`src/rtl/avcc_pse_pkg.sv`:
```
`timescale 1ns / 1ps
`default_nettype none

package avcc_pse_pkg;

   // Record layout
   localparam logic [7:0]  AVCC_VERSION      = 8'h01;
   localparam logic [7:0]  SPS_COUNT_MASK    = 8'h1F;
   localparam logic [15:0] MIN_RECORD_BYTES  = 16'd7;
   localparam logic [15:0] HEADER_LAST_POS   = 16'd4;
   localparam logic [15:0] POSITION_MAX      = 16'hFFFF;

   // Start code: three zero bytes, then this one
   localparam logic [7:0]  START_CODE_TAIL   = 8'h01;
   localparam int          START_CODE_BYTES  = 4;
   localparam logic [2:0]  START_CODE_LAST   = 3'(START_CODE_BYTES - 1);

   // Unit kinds
   localparam logic KIND_SPS = 1'b0;
   localparam logic KIND_PPS = 1'b1;

   // Record status codes
   localparam logic [1:0] STATUS_UNITS_FOUND = 2'd0;
   localparam logic [1:0] STATUS_NONE_FOUND  = 2'd1;
   localparam logic [1:0] STATUS_NOT_AVCC    = 2'd2;
   localparam logic [1:0] STATUS_TOO_SHORT   = 2'd3;

   typedef enum logic [3:0] {
      PH_HEADER,
      PH_SPS_CNT,
      PH_SPS_HI,
      PH_SPS_LO,
      PH_SPS_PAY,
      PH_PPS_CNT,
      PH_PPS_HI,
      PH_PPS_LO,
      PH_PPS_PAY,
      PH_DONE,
      PH_REJECT
   } phase_type;

   typedef struct packed {
      logic [7:0] data_byte;
      logic       last_byte;
   } req_type;

   typedef struct packed {
      logic [7:0] out_byte;
      logic       unit_kind;
      logic       unit_start;
      logic       unit_end;
      logic       record_done;
      logic [1:0] status;
   } rsp_type;

   // Result items raised by one input byte: a start code or one payload
   // byte, optionally followed by the record status.
   typedef struct packed {
      logic [2:0] nitems;
      logic       kind;
      logic       sc_en;
      logic       sc_end;
      logic       pay_en;
      logic [7:0] pay_byte;
      logic       pay_end;
      logic       done_en;
      logic [1:0] status;
   } burst_type;

endpackage

`default_nettype wire

```
`src/rtl/avcc_pse_parser.sv`:
```
`timescale 1ns / 1ps
`default_nettype none

module avcc_pse_parser (
   input  wire logic                   clock,
   input  wire logic                   reset,
   input  wire logic                   accept,
   input  wire avcc_pse_pkg::req_type  req_data,
   input  wire logic [15:0]            record_bytes,
   output avcc_pse_pkg::burst_type     burst
);
   import avcc_pse_pkg::*;

   logic [15:0] pos_ff, pos_in;
   phase_type   phase_ff, phase_in, phase_upd;
   logic [7:0]  units_ff, units_in, units_upd;
   logic [7:0]  len_hi_ff, len_hi_in, len_hi_upd;
   logic [15:0] pay_left_ff, pay_left_in, pay_left_upd;
   logic        seen_ff, seen_in, seen_upd;
   logic [1:0]  rstatus_ff, rstatus_in, rstatus_upd;

   logic [7:0]  b;
   logic        in_range;
   logic [16:0] off;
   logic [15:0] len;
   logic        len_over;
   logic [15:0] pay_dec;
   logic [7:0]  units_dec;
   logic        far_end;
   phase_type   sps_leave;
   logic        unit_kind;
   logic        opens_unit;
   logic        in_payload;

   assign b         = req_data.data_byte;
   assign in_range  = pos_ff < record_bytes;
   assign off       = {1'b0, pos_ff} + 17'd1;
   assign len       = {len_hi_ff, b};
   assign len_over  = ({1'b0, off} + {2'b0, len}) > {2'b0, record_bytes};
   assign pay_dec   = pay_left_ff - 16'd1;
   assign units_dec = units_ff - 8'd1;
   assign far_end   = ({1'b0, off} + 18'd2) > {2'b0, record_bytes};
   assign sps_leave = (off >= {1'b0, record_bytes}) ? PH_DONE : PH_PPS_CNT;
   assign unit_kind = (phase_ff == PH_PPS_LO) || (phase_ff == PH_PPS_PAY);
   assign opens_unit = in_range && !len_over &&
                       ((phase_ff == PH_SPS_LO) || (phase_ff == PH_PPS_LO));
   assign in_payload = in_range &&
                       ((phase_ff == PH_SPS_PAY) || (phase_ff == PH_PPS_PAY));

   // Top of the unit loop: leave it when no units remain or no length fits
   function automatic phase_type loop_top(input logic kind, input logic [7:0] units,
                                          input logic far, input phase_type leave);
      phase_type ph;
      if (units == 8'd0 || far) begin
         ph = kind ? PH_DONE : leave;
      end else begin
         ph = kind ? PH_PPS_HI : PH_SPS_HI;
      end
      return ph;
   endfunction

   // Next state
   always_comb begin
      phase_upd    = phase_ff;
      units_upd    = units_ff;
      len_hi_upd   = len_hi_ff;
      pay_left_upd = pay_left_ff;
      seen_upd     = seen_ff;
      rstatus_upd  = rstatus_ff;

      if (in_range) begin
         unique case (phase_ff)
            PH_HEADER: begin
               if (pos_ff == 16'd0 && record_bytes < MIN_RECORD_BYTES) begin
                  rstatus_upd = STATUS_TOO_SHORT;
                  phase_upd   = PH_REJECT;
               end else if (pos_ff == 16'd0 && b != AVCC_VERSION) begin
                  rstatus_upd = STATUS_NOT_AVCC;
                  phase_upd   = PH_REJECT;
               end else if (pos_ff >= HEADER_LAST_POS) begin
                  phase_upd = PH_SPS_CNT;
               end
            end
            PH_SPS_CNT: begin
               units_upd = b & SPS_COUNT_MASK;
               phase_upd = loop_top(KIND_SPS, b & SPS_COUNT_MASK, far_end, sps_leave);
            end
            PH_PPS_CNT: begin
               units_upd = b;
               phase_upd = loop_top(KIND_PPS, b, far_end, sps_leave);
            end
            PH_SPS_HI: begin
               len_hi_upd = b;
               phase_upd  = PH_SPS_LO;
            end
            PH_PPS_HI: begin
               len_hi_upd = b;
               phase_upd  = PH_PPS_LO;
            end
            PH_SPS_LO, PH_PPS_LO: begin
               if (len_over) begin
                  phase_upd = unit_kind ? PH_DONE : sps_leave;
               end else begin
                  seen_upd = 1'b1;
                  if (len == 16'd0) begin
                     units_upd = units_dec;
                     phase_upd = loop_top(unit_kind, units_dec, far_end, sps_leave);
                  end else begin
                     pay_left_upd = len;
                     phase_upd    = unit_kind ? PH_PPS_PAY : PH_SPS_PAY;
                  end
               end
            end
            PH_SPS_PAY, PH_PPS_PAY: begin
               pay_left_upd = pay_dec;
               if (pay_dec == 16'd0) begin
                  units_upd = units_dec;
                  phase_upd = loop_top(unit_kind, units_dec, far_end, sps_leave);
               end
            end
            default: begin
            end
         endcase
      end

      // Last byte closes the record: return to the start
      if (req_data.last_byte) begin
         pos_in      = 16'd0;
         phase_in    = PH_HEADER;
         units_in    = 8'd0;
         len_hi_in   = 8'd0;
         pay_left_in = 16'd0;
         seen_in     = 1'b0;
         rstatus_in  = STATUS_UNITS_FOUND;
      end else begin
         pos_in      = (pos_ff < POSITION_MAX) ? pos_ff + 16'd1 : pos_ff;
         phase_in    = phase_upd;
         units_in    = units_upd;
         len_hi_in   = len_hi_upd;
         pay_left_in = pay_left_upd;
         seen_in     = seen_upd;
         rstatus_in  = rstatus_upd;
      end
   end

   // Result items for this byte
   always_comb begin
      burst          = '0;
      burst.kind     = unit_kind;
      burst.sc_en    = opens_unit;
      burst.sc_end   = len == 16'd0;
      burst.pay_en   = in_payload;
      burst.pay_byte = b;
      burst.pay_end  = pay_dec == 16'd0;
      burst.done_en  = req_data.last_byte;
      if (rstatus_upd != STATUS_UNITS_FOUND) begin
         burst.status = rstatus_upd;
      end else begin
         burst.status = seen_upd ? STATUS_UNITS_FOUND : STATUS_NONE_FOUND;
      end
      burst.nitems = (opens_unit ? 3'(START_CODE_BYTES) : 3'd0)
                   + (in_payload ? 3'd1 : 3'd0)
                   + (req_data.last_byte ? 3'd1 : 3'd0);
   end

   always_ff @(posedge clock) begin
      if (reset) begin
         pos_ff      <= 16'd0;
         phase_ff    <= PH_HEADER;
         units_ff    <= 8'd0;
         len_hi_ff   <= 8'd0;
         pay_left_ff <= 16'd0;
         seen_ff     <= 1'b0;
         rstatus_ff  <= STATUS_UNITS_FOUND;
      end else if (accept) begin
         pos_ff      <= pos_in;
         phase_ff    <= phase_in;
         units_ff    <= units_in;
         len_hi_ff   <= len_hi_in;
         pay_left_ff <= pay_left_in;
         seen_ff     <= seen_in;
         rstatus_ff  <= rstatus_in;
      end
   end

   a_reject_has_status: assert property (@(posedge clock) disable iff (reset)
      (phase_ff == PH_REJECT) |-> (rstatus_ff != STATUS_UNITS_FOUND))
      else $error("reject phase without a rejection status");

   a_payload_nonzero: assert property (@(posedge clock) disable iff (reset)
      ((phase_ff == PH_SPS_PAY) || (phase_ff == PH_PPS_PAY)) |-> (pay_left_ff != 16'd0))
      else $error("payload phase with no payload left");

   a_last_restarts: assert property (@(posedge clock) disable iff (reset)
      (accept && req_data.last_byte) |=> (phase_ff == PH_HEADER && pos_ff == 16'd0))
      else $error("parser did not return to the start after the last byte");

endmodule

`default_nettype wire

```
`src/rtl/avcc_pse_emitter.sv`:
```
`timescale 1ns / 1ps
`default_nettype none

module avcc_pse_emitter (
   input  wire logic                    clock,
   input  wire logic                    reset,
   input  wire logic                    load,
   input  wire avcc_pse_pkg::burst_type burst,
   output logic                         busy,
   output logic                         rsp_valid,
   input  wire logic                    rsp_stall,
   output avcc_pse_pkg::rsp_type        rsp_data
);
   import avcc_pse_pkg::*;

   burst_type  burst_ff, burst_in;
   logic [2:0] idx_ff, idx_in;
   logic       valid_ff, valid_in;
   logic       take;
   logic       last_item;

   assign take      = valid_ff && !rsp_stall;
   assign last_item = idx_ff == (burst_ff.nitems - 3'd1);
   // Slot frees when the final item of the held burst leaves this cycle
   assign busy      = valid_ff && !(take && last_item);
   assign rsp_valid = valid_ff;

   always_comb begin
      burst_in = burst_ff;
      idx_in   = idx_ff;
      valid_in = valid_ff;
      if (load && burst.nitems != 3'd0) begin
         burst_in = burst;
         idx_in   = 3'd0;
         valid_in = 1'b1;
      end else if (take) begin
         if (last_item) begin
            valid_in = 1'b0;
         end else begin
            idx_in = idx_ff + 3'd1;
         end
      end
   end

   // Pick the current item out of the held burst
   always_comb begin
      rsp_data = '0;
      if (burst_ff.sc_en && idx_ff <= START_CODE_LAST) begin
         rsp_data.out_byte   = (idx_ff == START_CODE_LAST) ? START_CODE_TAIL : 8'h00;
         rsp_data.unit_kind  = burst_ff.kind;
         rsp_data.unit_start = idx_ff == 3'd0;
         rsp_data.unit_end   = (idx_ff == START_CODE_LAST) && burst_ff.sc_end;
      end else if (burst_ff.pay_en && idx_ff == 3'd0) begin
         rsp_data.out_byte  = burst_ff.pay_byte;
         rsp_data.unit_kind = burst_ff.kind;
         rsp_data.unit_end  = burst_ff.pay_end;
      end else if (burst_ff.done_en) begin
         rsp_data.record_done = 1'b1;
         rsp_data.status      = burst_ff.status;
      end
   end

   always_ff @(posedge clock) begin
      if (reset) begin
         valid_ff <= 1'b0;
         idx_ff   <= 3'd0;
      end else begin
         valid_ff <= valid_in;
         idx_ff   <= idx_in;
      end
   end

   always_ff @(posedge clock) begin
      burst_ff <= burst_in;
   end

   a_idx_in_burst: assert property (@(posedge clock) disable iff (reset)
      valid_ff |-> (idx_ff < burst_ff.nitems))
      else $error("item index beyond burst length");

   a_no_mixed_burst: assert property (@(posedge clock) disable iff (reset)
      valid_ff |-> !(burst_ff.sc_en && burst_ff.pay_en))
      else $error("burst holds both a start code and a payload byte");

   a_done_is_last: assert property (@(posedge clock) disable iff (reset)
      (valid_ff && rsp_data.record_done) |-> last_item)
      else $error("status item is not the final item of its burst");

endmodule

`default_nettype wire

```
`src/rtl/avcc_parameter_set_extractor_top.sv`:
```
`timescale 1ns / 1ps
`default_nettype none

// avcC parameter set extractor. Feed an H.264 decoder configuration record
// one byte per req transaction, with last_byte set on its final byte; the
// block returns the sequence and picture parameter sets as Annex B units
// (00 00 00 01 start code, then payload) as rsp transactions, and closes
// every record with one status transaction (record_done set). Program the
// record length through csr_wr_en / csr_wr_data before the record starts.
// Rate: one byte per cycle, while rsp_stall is low, for every byte that
// raises at most one result transaction. The byte that completes a unit's
// length field opens a start code: four result transactions (five when it is
// also the last byte), and the input stalls until all but the last have left
// the result register; a payload byte flagged last raises two and stalls the
// input likewise. The figure is set by the single result register, which
// hands out one transaction per cycle. There is no clearing pass after reset.
module avcc_parameter_set_extractor_top (
   input  wire logic                   clock,
   input  wire logic                   reset,
   input  wire logic                   req_valid,
   output logic                        req_stall,
   input  wire avcc_pse_pkg::req_type  req_data,
   output logic                        rsp_valid,
   input  wire logic                   rsp_stall,
   output avcc_pse_pkg::rsp_type       rsp_data,
   input  wire logic                   csr_wr_en,
   input  wire logic [15:0]            csr_wr_data
);
   import avcc_pse_pkg::*;

   logic [15:0] record_bytes_ff, record_bytes_in;
   logic        req_accept;
   logic        emit_busy;
   burst_type   burst;

   // Hold the record length until software rewrites it
   assign record_bytes_in = csr_wr_en ? csr_wr_data : record_bytes_ff;

   always_ff @(posedge clock) begin
      if (reset) begin
         record_bytes_ff <= 16'd0;
      end else begin
         record_bytes_ff <= record_bytes_in;
      end
   end

   // Stall the input only while the result register still has items to hand
   // out after this cycle
   assign req_stall  = emit_busy;
   assign req_accept = req_valid && !req_stall;

   avcc_pse_parser u_parser (
      .clock        (clock),
      .reset        (reset),
      .accept       (req_accept),
      .req_data     (req_data),
      .record_bytes (record_bytes_ff),
      .burst        (burst)
   );

   avcc_pse_emitter u_emitter (
      .clock     (clock),
      .reset     (reset),
      .load      (req_accept),
      .burst     (burst),
      .busy      (emit_busy),
      .rsp_valid (rsp_valid),
      .rsp_stall (rsp_stall),
      .rsp_data  (rsp_data)
   );

endmodule

`default_nettype wire
```
`config.mk`:
```
export PLATFORM = sky130hd
export DESIGN_NAME = avcc_parameter_set_extractor_top
export DESIGN_NICKNAME = d
export VERILOG_FILES = /design/src/rtl/avcc_pse_pkg.sv /design/src/rtl/avcc_pse_parser.sv /design/src/rtl/avcc_pse_emitter.sv /design/src/rtl/avcc_parameter_set_extractor_top.sv
export SDC_FILE = /design/constraint.sdc
export NUM_CORES = 1
export LEC_CHECK = 0
export ABC_AREA = 1
export ABC_CLOCK_PERIOD_IN_PS = 9790
export BUFFER_PORTS_ARGS = -buffer_cell sky130_fd_sc_hd__buf_2
export CELL_PAD_IN_SITES_DETAIL_PLACEMENT = 0
export CELL_PAD_IN_SITES_GLOBAL_PLACEMENT = 1
export CORE_AREA = 2 2 131 133
export CTS_CLUSTER_DIAMETER = 100
export DETAILED_ROUTE_END_ITERATION = 7
export DIE_AREA = 0 0 133 135
export GPL_TIMING_DRIVEN = 1
export PLACE_DENSITY = 0.86
export SYNTH_ARGS = -nofsm -noshare
export SYNTH_HDL_FRONTEND = slang
export SYNTH_SLANG_ARGS = --single-unit
export TNS_END_PERCENT = 1
```
`constraint.sdc`:
```
create_clock -name clock -period 9.79 [get_ports clock]
set_clock_uncertainty 0.1 [all_clocks]
set_input_delay 1.958 -clock clock [delete_from_list [all_inputs] [get_ports clock]]
set_output_delay 1.958 -clock clock [all_outputs]
set_load 0.02 [all_outputs]
```
After elaboration in Yosys (flattened, before gate mapping). Index checks and enable logic that the tools add are counted. Widths: inputs -> output; s select.

Flip-flop bits (word level): 94. Bits in latches: 0. Memory bits (writable): 0. Bits in read-only memories: 0. Input bits: 30. Output and inout port bits: 16. Word-level logic and storage cells: 164. Memories kept: 0.

Add/sub/neg operators: 10. $mul: 0. Divide/modulo/power cells: 0. Order comparisons: 8. Equal/unequal tests: 16. Shift operators: 0. Multiplexer cells: 58. Bitwise operators: 1. Reductions and logical operators: 52.

Operators with widths (count): $mux 16 (6); $mux 8 (8); $mux 4 (14); $logic_not 16->1 (3); $gt 18x16->1 (2); $pmux 16 s2 (1); $pmux 8 s4 (1); $pmux 4 s7 (1); $logic_not 8->1 (3); $add 17x16->18 (1); $add 17x2->18 const B (1); $mux 9 (2); $add 16x1->17 const B (1); $ge 17x16->1 (1); $add 16x1->16 const B (1); $eq 4x3->1 const B (4); $ge 16x3->1 const B (1); $lt 16x16->1 (1); $lt 16x16->1 const B (1); $lt 16x3->1 const B (1); $sub 16x1->16 const B (1); $mux 3 (5); $mux 1 (14); $logic_and 1x1->1 (13); 29 further kinds (58).

Logic depth before layout (Yosys ltp).
Depth after elaboration: 13. Gate-level depth with buffers: 34. Mapped depth without buffers: 34.

Modules after synthesis. From an unflattened synthesis, not the netlist that was laid out.

Cells, all modules: 1231. Area total of the unflattened synthesis: 8359.3 µm².

Modules (own cells, without submodules): avcc_pse_parser (instances 1, cells an instance 1028, area each 6627.6 µm², sequential area each 1101.1 µm²); avcc_pse_emitter (instances 1, cells an instance 100, area each 1053.5 µm², sequential area each 650.6 µm²); avcc_parameter_set_extractor_top (instances 1, cells an instance 103, area each 678.2 µm², sequential area each 320.3 µm²).

Least setup slack after synthesis. No wires, ideal clock.

Path type: input-to-reg. From: in req_data[1] (netlist name). To: reg u_emitter.burst_ff[0] (netlist name) (enable). Setup time: 0.373 ns. Arrival time: 5.101 ns. Data required time: 9.317 ns. Path slack: 4.216 ns. Stages on the path: 27. Path buffers: 0. Cell sequence: ha_1 inv_1 fa_1 o21ai_2 nand3_1 nand2_2 nand3_1 nand2_1 nand3_1 nand2_1 nand2_1 nand2_1 xor2_1 ha_1 nand2_1 nor2_1 a211oi_1 nand2_1 nand2_1 nand2_1 nand2_1 nand3b_2 nor2_4 inv_2 nor3_2 o21ai_1 inv_1.

RTL lines: from (decl) (RTL line avcc_parameter_set_extractor_top.sv:22) `input wire avcc_pse_pkg::req_type req_data,`; to (signal assigned) (RTL line avcc_pse_emitter.sv:74) `burst_ff <= burst_in;`; to (decl) (RTL line avcc_pse_emitter.sv:16) `burst_type burst_ff, burst_in;`.

==> results.md <==
- Peak supply drop: 80.5 uV
- GPL Wtd Cong: around 0.9
- Reg-to-reg startpoint: u_parser.pos_ff[0]
- Multi-input logic area: 5150 um^2
- DRT antenna net count: 0
- Pleak: a little over 4 nW
- # nets final: about 1300
- Worst setup SP type: primary input
- Full die area: approximately 18000 um^2
- DP Cell Count: roughly 1400
- DRT iter0 DRCs: between 500 and 600
- Core area: between 15000 and 20000 um^2
- Largest net degree at the start of global routing: 33
- Top FF cell, synth: dfxtp_1
- Slew Limit Headroom: 0.490
- FP Rows: 47
- Max_cap viols: 0
- Crit. Startpoint: req_data[5]
- H-Tree Depth: 3
- Outcome: complete, no violations
- Critical Path Fanout Max: 18
- Setup TNS: 0 ns
- CP endpoint: u_emitter.burst_ff[9]
- Most frequent cells in the layout: nand2_1, inv_1, a21oi_1
- Seq/Total Area, Yosys: 0.258
- DR pass1 iterations: 7
- Post-Syn Area: around 7900 um^2
- WS Path Type: primary input to flip-flop
- Fin crit period: about 6 ns
- Vias in the first global route: between 6000 and 7000
- Clock Latency Late Sink: about 0.36 ns
- Total number of vias: between 7000 and 8000
- Fill count: roughly 1700
- Register clock-pin slew on the reported worst setup and hold paths: roughly 0.07 ns
- Num Clock Sinks: 93
- Chip Height: 135 um
- Setup repair bufs after CTS: 0
- Initial antenna violation count: 0
- Clock root buffer: clkbuf_16
- Post-CTS sizing: 0
- CTS tree: done
- Arr. time, crit path: 6.02 ns
- Mapped Cells: 1139
- Wire per inst: around 16 um
- DRC viols: 0
- Initial Utilization: 0.482
- Fin. max-slew vios: 0
- Data required, critical path: 9.68 ns
- Avg Vias per Cell: approximately 5.4
- Post-DP HPWL: around 18 mm
- FF-to-FF End: u_emitter.burst_ff[9]
- Antenna diodes: 0
- Share of layout cells above drive strength 1: 0.100
- Routed wire length: 22.8 mm
- Number of library cell types mapped by synthesis: 52
- Post-synth EDFFs: 18
- Slew @ Worst Pin: 0.764 ns
- Die width: 133 um
- FF-to-FF path depth: 30
- CTS Hold Bufs: 0
- Reg area: between 2000 and 2500 um^2
- Syn_nets: ~1300
- GRT overflow: 0
- YS warnings: 0
- Register bit total from synthesis: slightly above 90
- Area grow syn2layout: 9.23%
- Ports: 46
- Power Density: between 100 and 150 nW/um^2
- Non-Filler Instances: 1400
- Maximum root-to-sink buffer count: 2
- GRT Total Usage: 0.262
- RSZ-0062 raised after global routing: false
- Commonest non-fill, non-tap cell in the layout: nand2_1
- Final Hold Viols: 0
- Tightest Hold Check Type: flip-flop to flip-flop
- Port bufs: 45
- Crit path capture type: flip-flop
- Worst R2R Setup Slack: approximately 4.2 ns
- F_max: ~0.16 GHz
- Period utilisation layout: 0.627
- # setup viols final: 0
- First-pass GRT wire length: approximately 37 mm
- Avg Cell Area, Syn: ~7.0 um^2
- FFs w/ async S/R, synth: 0
- CTS buffer count: 9
-- per-stage QoR --
stage	util	total power, mW	worst slack (ns)	instance area (um^2)	hold WS, ns
finish	0.527	1.11	3.65	8650	0.369
global route	0.527	1.18	3.24	8650	0.393
CTS	0.527	1.12	3.68	8650	0.370
detailed placement	0.507	0.740	3.34	8330	0.351
global placement	0.507	0.740	3.51	8330	0.344
floorplan	-	0.663	4.22	7920	0.336
-- kinds of logic (layout without fill, tap and decap cells) --
kind of cell               count (synthesis)  count (layout)  share of synthesized area
AOI/OAI and AO/OA                        234             234                      0.164
xor gates and xnor gates                  46              46                     0.0509
adders and majority gates                 94              94                      0.150
buffers and inverters                    188             229                     0.0917
DFF                                       93              93                      0.258
and+or+nand+nor                          484             484                      0.286
-- layer usage --
| metal | up-vias | wire, um | track usage | share of wire |
|---|---|---|---|---|
| li1 | 3899 | - | - | - |
| met1 | 3393 | 10300 | 0.329 | 0.45 |
| met2 | 190 | 10800 | 0.451 | 0.47 |
| met3 | 48 | 951 | 0.0334 | 0.042 |
| met4 | 0 | 784 | 0.120 | 0.034 |
| met5 | - | 0 | 0 | 0 |
-- cell usage after synthesis, drive strengths merged, types with 4 or more instances --
cell type	instances	area [um^2]
nand3b	6	73.8
edfxtp	18	541
o21ai	80	415
nand2	243	957
clkbuf	16	60.1
o211ai	4	30.0
dfxtp	75	1500
xor2	38	333
nand4	30	203
nand3	69	385
nor3	21	131
nor2	107	462
o22ai	15	93.8
a211oi	10	85.1
xnor2	8	70.1
ha	93	1160
inv	166	623
buf	5	38.8
a21oi	110	558
-- final cells by class --
type / count / area share
sequential: 93 / 0.236
clock inverter: 5 / 0.00535
timing repair buffer: 46 / 0.0269
tap: 220 / 0.0318
clock buffer: 11 / 0.0318
inverter: 167 / 0.0725
multi-input combinational: 858 / 0.595
-- power breakdown --
group / switching [mW] / internal [mW]
registers: 0.0182 / 0.417
logic: 0.200 / 0.101
clock network: 0.168 / 0.208
-- worst min-delay path by stage --
stage                                         from                       end  slack (ns)  depth (start not counted)
final                         u_parser.units_ff[7]      u_parser.units_ff[7]        0.37                          2
after global routing        u_parser.rstatus_ff[0]    u_parser.rstatus_ff[0]        0.39                          2
after CTS                 u_parser.pay_left_ff[15]  u_parser.pay_left_ff[15]        0.37                          2
after detailed placement  u_parser.pay_left_ff[15]  u_parser.pay_left_ff[15]        0.35                          2
after global placement    u_parser.pay_left_ff[15]  u_parser.pay_left_ff[15]        0.34                          2
after floorplan           u_parser.pay_left_ff[15]  u_parser.pay_left_ff[15]        0.34                          2
-- state kept, by name, indices dropped and copies added, names as in the netlist --
name,count
u_emitter.burst_ff,18
record_bytes_ff,16
u_parser.pay_left_ff,16
u_parser.pos_ff,16
u_parser.len_hi_ff,8
u_parser.units_ff,8
u_parser.phase_ff,4
u_emitter.idx_ff,3
u_parser.rstatus_ff,2
u_emitter.rsp_valid,1
u_parser.seen_ff,1
-- critical path, stage by stage --
cell and delay (ns):
buf_2 0.15, ha_1 0.35, nand2_1 0.07, inv_1 0.07
nand3_1 0.06, o21ai_0 0.38, nand3_1 0.12, nand2_1 0.12
nand3_1 0.07, nand2_1 0.11, nand3_1 0.08, nand2_1 0.10
xor2_1 0.16, ha_1 0.26, a21oi_1 0.16, nor2_1 0.06
a211oi_1 0.18, nand2_1 0.08, nand2_1 0.06, nand2_1 0.04
nand2_1 0.08, nand3b_2 0.10, nor2_4 0.13, inv_2 0.09
nor3_2 0.24, o21ai_1 0.14, inv_1 0.58
Power figures use the tool's default switching activity.
